### src/hdl/clin_pkg.sv
// ----------------------------------------------------------------------------
// clin_pkg: shared types and constants for the clamped linear interpolator
// Command/status bundles between controller and datapath, region and
// request function codes.
// ----------------------------------------------------------------------------
package clin_pkg;

   localparam int DEF_TABLE_DEPTH = 256;
   localparam int DEF_VALUE_WIDTH = 32;
   localparam int INDEX_WIDTH     = 8;
   localparam int CSR_WIDTH       = 9;
   localparam int MUL_CHUNK       = 16;

   localparam logic FUNC_LOAD  = 1'b0;
   localparam logic FUNC_QUERY = 1'b1;

   localparam logic [1:0] REGION_INSIDE = 2'd0;
   localparam logic [1:0] REGION_FIRST  = 2'd1;
   localparam logic [1:0] REGION_LAST   = 2'd2;

   typedef struct packed {
      logic ram_wr;
      logic q_load;
      logic srch_rd;
      logic srch_upd;
      logic pick_rd;
      logic hi_rd;
      logic diff_ld;
      logic mul_step;
      logic div_step;
      logic out_clamp;
      logic out_interp;
   } cmd_type;

   typedef struct packed {
      logic count_zero;
      logic first_zero;
      logic first_over;
   } status_type;

endpackage

### src/hdl/clin_ctrl.sv
// ----------------------------------------------------------------------------
// clin_ctrl: sequencer for the clamped linear interpolator
// Steps the binary search, knot fetch, chunked multiply and restoring divide.
// ----------------------------------------------------------------------------
module clin_ctrl #(
   parameter int VALUE_WIDTH = clin_pkg::DEF_VALUE_WIDTH
) (
   input  logic                 clock,
   input  logic                 reset,
   input  logic                 start,
   input  logic                 func,
   output logic                 busy,
   input  clin_pkg::status_type status,
   output clin_pkg::cmd_type    cmd
);

   localparam int NCH  = (VALUE_WIDTH + clin_pkg::MUL_CHUNK - 1) / clin_pkg::MUL_CHUNK;
   localparam int CNTW = $clog2(VALUE_WIDTH + 1);

   localparam logic [3:0] S_IDLE     = 4'd0;
   localparam logic [3:0] S_SRCH_RD  = 4'd1;
   localparam logic [3:0] S_SRCH_CMP = 4'd2;
   localparam logic [3:0] S_PICK     = 4'd3;
   localparam logic [3:0] S_CLAMP    = 4'd4;
   localparam logic [3:0] S_FETCH_HI = 4'd5;
   localparam logic [3:0] S_DIFF     = 4'd6;
   localparam logic [3:0] S_MUL      = 4'd7;
   localparam logic [3:0] S_DIV      = 4'd8;
   localparam logic [3:0] S_FINISH   = 4'd9;

   logic [3:0]      state_ff, state_in;
   logic [CNTW-1:0] cnt_ff, cnt_in;

   always_comb begin
      state_in = state_ff;
      cnt_in   = cnt_ff;
      cmd      = '0;
      unique case (state_ff)
         S_IDLE: begin
            if (start) begin
               if (func == clin_pkg::FUNC_QUERY) begin
                  cmd.q_load = 1'b1;
                  state_in   = S_SRCH_RD;
               end else begin
                  cmd.ram_wr = 1'b1;
               end
            end
         end
         S_SRCH_RD: begin
            if (status.count_zero) begin
               state_in = S_PICK;
            end else begin
               cmd.srch_rd = 1'b1;
               state_in    = S_SRCH_CMP;
            end
         end
         S_SRCH_CMP: begin
            cmd.srch_upd = 1'b1;
            state_in     = S_SRCH_RD;
         end
         S_PICK: begin
            cmd.pick_rd = 1'b1;
            if (status.first_zero || status.first_over) begin
               state_in = S_CLAMP;
            end else begin
               state_in = S_FETCH_HI;
            end
         end
         S_CLAMP: begin
            cmd.out_clamp = 1'b1;
            state_in      = S_IDLE;
         end
         S_FETCH_HI: begin
            cmd.hi_rd = 1'b1;
            state_in  = S_DIFF;
         end
         S_DIFF: begin
            cmd.diff_ld = 1'b1;
            cnt_in      = CNTW'(NCH - 1);
            state_in    = S_MUL;
         end
         S_MUL: begin
            cmd.mul_step = 1'b1;
            if (cnt_ff == '0) begin
               cnt_in   = CNTW'(VALUE_WIDTH - 1);
               state_in = S_DIV;
            end else begin
               cnt_in = cnt_ff - 1'b1;
            end
         end
         S_DIV: begin
            cmd.div_step = 1'b1;
            if (cnt_ff == '0) begin
               state_in = S_FINISH;
            end else begin
               cnt_in = cnt_ff - 1'b1;
            end
         end
         S_FINISH: begin
            cmd.out_interp = 1'b1;
            state_in       = S_IDLE;
         end
         default: begin
            state_in = S_IDLE;
         end
      endcase
   end

   always_ff @(posedge clock) begin
      if (reset) begin
         state_ff <= S_IDLE;
         cnt_ff   <= '0;
      end else begin
         state_ff <= state_in;
         cnt_ff   <= cnt_in;
      end
   end

   assign busy = (state_ff != S_IDLE);

   a_div_to_finish: assert property (@(posedge clock) disable iff (reset)
      (state_ff == S_DIV && cnt_ff == '0) |=> (state_ff == S_FINISH))
      else $error("divide did not end after last step");

   a_out_frees: assert property (@(posedge clock) disable iff (reset)
      (cmd.out_clamp || cmd.out_interp) |=> !busy)
      else $error("busy still high after result");

   a_mul_count: assert property (@(posedge clock) disable iff (reset)
      (state_ff == S_MUL) |-> (cnt_ff <= CNTW'(NCH - 1)))
      else $error("multiply chunk count out of range");

endmodule

### config.mk
export PLATFORM = sky130hd
export DESIGN_NAME = clin_ctrl
export DESIGN_NICKNAME = d
export VERILOG_FILES = /design/src/hdl/clin_pkg.sv /design/src/hdl/clin_ctrl.sv
export SDC_FILE = /design/constraint.sdc
export NUM_CORES = 1
export LEC_CHECK = 0
export BUFFER_PORTS_ARGS = -buffer_cell sky130_fd_sc_hd__buf_4
export CORE_UTILIZATION = 31
export DETAILED_ROUTE_END_ITERATION = 12
export GPL_ROUTABILITY_DRIVEN = 0
export PLACE_DENSITY = 0.49
export SYNTH_ARGS = -nofsm -noshare
export SYNTH_HDL_FRONTEND = slang
export SYNTH_SLANG_ARGS = --single-unit
### constraint.sdc
create_clock -name clock -period 4.4 [get_ports clock]
set_input_delay 0.66 -clock clock [delete_from_list [all_inputs] [get_ports clock]]
set_output_delay 0.66 -clock clock [all_outputs]
set_load 0.05 [all_outputs]
==> impl_metrics.py <==
metrics = {
    "outcome": {
        "status": "finished clean",
    },
    "clock_network": {
        "insertion_delay_ns": 0.27,
        "cts_post_setup_buffers_inserted": 0,
        "cts_inserted_buffers": 3,
        "cts_buffer_depth": 2,
        "cts.repair.resized": 0,
        "tritoncts": "done",
        "cts.clk_slew.worst_paths_ns": 0.06,
        "ctsHoldBuffers": 0,
        "cts_sinks": 10,
        "cts_max_level": 1,
        "cts-root-buf": "clkbuf_4",
    },
    "synth": {
        "yosys.area.top_type": "dfxtp_1",
        "synthTopCellsByArea": "dfxtp_1, a21oi_1, nand2b_1",
        "synth_edf_count": 0,
        "synth_seq_cells": 10,
        "yosysTopAreaCellShare_pct": 27.3,
        "postSynthCellCount": 89,
        "async_reset_ff_share_pct": 0,
        "avgSynthCellArea_um2": 8.25,
        "yosysSeqAreaShare_pct": 27.3,
        "synth_ff_type": "dfxtp_1",
        "yosys_warnings": 0,
        "syn_nets": 97,
        "syn_area_um2": 734,
        "post_synth_most_frequent_cells": "dfxtp_1, a21oi_1, nor2_1, nand2_1, nand2b_1",
        "synthDistinctLibCells": 40,
        "synth_most_common_cell": "dfxtp_1",
    },
    "power_and_ir_drop": {
        "clkPwrFrac_pct": 12.1,
        "p_switching_mw": 0.345,
        "internal-power_mw": 0.338,
        "pwr-share-comb_pct": 59.9,
        "cellLeakagePower_nw": 0.353,
        "peakVddDrop_mv": 0.296,
        "seqPwrFrac_pct": 28.0,
        "sw_frac_of_total_pct": 50.5,
        "powerDensity_nw_per_um2": 757,
    },
    "drt": {
        "drtIter0Drc": 9,
        "drc": 0,
        "wl_per_cell_um": 12.5,
        "vias": 694,
        "ant_nets": 0,
        "routed_wl_mm": 1.66,
        "via_per_inst": 5.22,
        "dr.pass1.iters": 4,
    },
    "grt": {
        "grt_pass1_vias": 647,
        "antenna_found_initial": 0,
        "met2_usage_pct": 22.0,
        "grt_pass1_wl_mm": 2.84,
        "use_met3_pct": 6.36,
        "grt_use_total_pct": 14.7,
        "grt_max_degree": 16,
        "grt_most_used_layer": "met2",
        "grt-ovfl-total": 0,
        "grtUsageMet1_pct": 19.1,
    },
    "sta": {
        "fin_crit_ns": 2.38,
        "setup_tns_ns": 0,
        "worst_slew_margin_rel_pct": 66.1,
        "fmax_mhz": 420,
        "worst_pin_slew_ns": 0.508,
        "finalCritPeriodShare_pct": 54.2,
        "clock_skew_ns": 0.00367,
        "rsz0062_at_grt": "false",
        "setup_slack_ns": 2.02,
        "drv_slew": 0,
        "final_hold_viol_count": 0,
        "setup_violations": 0,
    },
    "floorplanning": {
        "die_w_um": 50.7,
        "coreArea_um2": 2210,
        "die-area_um2": 2570,
        "initial_core_util_pct": 33.2,
        "placementRows": 17,
        "io_pins": 19,
        "die_h_um": 50.7,
    },
    "worst_setup_path": {
        "crit_fanout": 14,
        "crit_path_end_kind": "output pin",
        "required_ns": 3.74,
        "critPathLaunchType": "flop",
        "path_class": "flop to output pin",
        "critPathArrivalTime_ns": 1.72,
    },
    "placed_design": {
        "dp_hpwl_mm": 1.20,
        "port_buffers": 18,
        "dpl_worst_slack_ns": 2.30,
        "placed_cell_area_um2": 866,
    },
    "finish": {
        "fin_nets": 114,
        "drive_gt1_share_pct": 28.6,
        "fillers": 236,
        "antenna_cells": 0,
        "multi_input_area_um2": 480,
        "regArea_um2": 200,
        "fin_area_um2": 902,
        "area_growth_pct": 22.8,
        "fin_util_pct": 40.8,
    },
    "run": {
        "drv_cap": 0,
    },
    "worst_hold_path": {
        "holdCritPathClass": "flop to flop",
    },
}
==> cells in the final DEF, fill, tap and decap left out, types with 3 or more instances in the layout <==
cell / netlist / layout
nand2_1: 5 / 5
nor2_1: 8 / 8
inv_1: 4 / 4
nand3_1: 3 / 3
nor3_1: 4 / 4
buf_4: 0 / 18
nand2b_1: 5 / 5
clkbuf_4: 0 / 3
dfxtp_1: 10 / 10
nor3b_1: 3 / 3
a21oi_1: 9 / 9
==> logic make-up after synthesis <==
logic type               after synthesis  synth area share, %
AND/OR/NAND/NOR                       44                 40.5
AO/OA/AOI/OAI                         23                 21.6
buffers and inverters                 10                 7.32
flip-flops                            10                 27.3
multiplexers                           1                 1.53
adder cells (fa/ha/maj)                1                 1.70
==> path summary, 6_finish.rpt <==
kind / cells after the start / slack, ns / startpoint / to
max: 3 / 2.02 / state_ff[0] / cmd[10]
min: 2 / 0.53 / cnt_ff[0] / cnt_ff[0]
max reg2reg: 4 / 2.70 / state_ff[3] / cnt_ff[1]
min reg2reg: 2 / 0.53 / cnt_ff[0] / cnt_ff[0]
==> state kept, by name (all words and copies together) (netlist names) <==
name,count
cnt_ff,6
state_ff,4
==> per-stage QoR <==
stage	hold WS, ns	total power, mW	cells
detailed placement	0.508	0.601	129
floorplan	0.466	0.515	89
global placement	0.506	0.598	129
CTS	0.521	0.687	133
global route	0.562	0.741	133
finish	0.528	0.683	133
==> per-layer routing <==
metal  share of wire [%]  up-vias
li1                    -      362
met5                   0        -
met3                 5.7        4
met2                  43       14
met4                 1.1        0
met1                  50      314
==> critical path, stage by stage (launching register included) <==
cell and delay (ns):
dfxtp_1 0.45, or4_4 0.58, nor3b_1 0.20, buf_4 0.23
==> area by class of cell <==
type                    instances  area share (%)
multi-input cells              69            53.3
clock buffers                   4            4.02
inverters                       4            1.66
well taps                      28            3.88
repair buffers                 18            15.0
flip-flops and latches         10            22.2
==> power groups by stage <==
stage	clock network, mW	logic [mW]	registers (mW)
floorplan	0	0.355	0.160
global placement	0	0.406	0.192
detailed placement	0	0.409	0.192
CTS	0.0869	0.411	0.190
global route	0.0924	0.452	0.197
finish	0.0829	0.409	0.191
No activity file was read; power rests on OpenSTA's default activity.
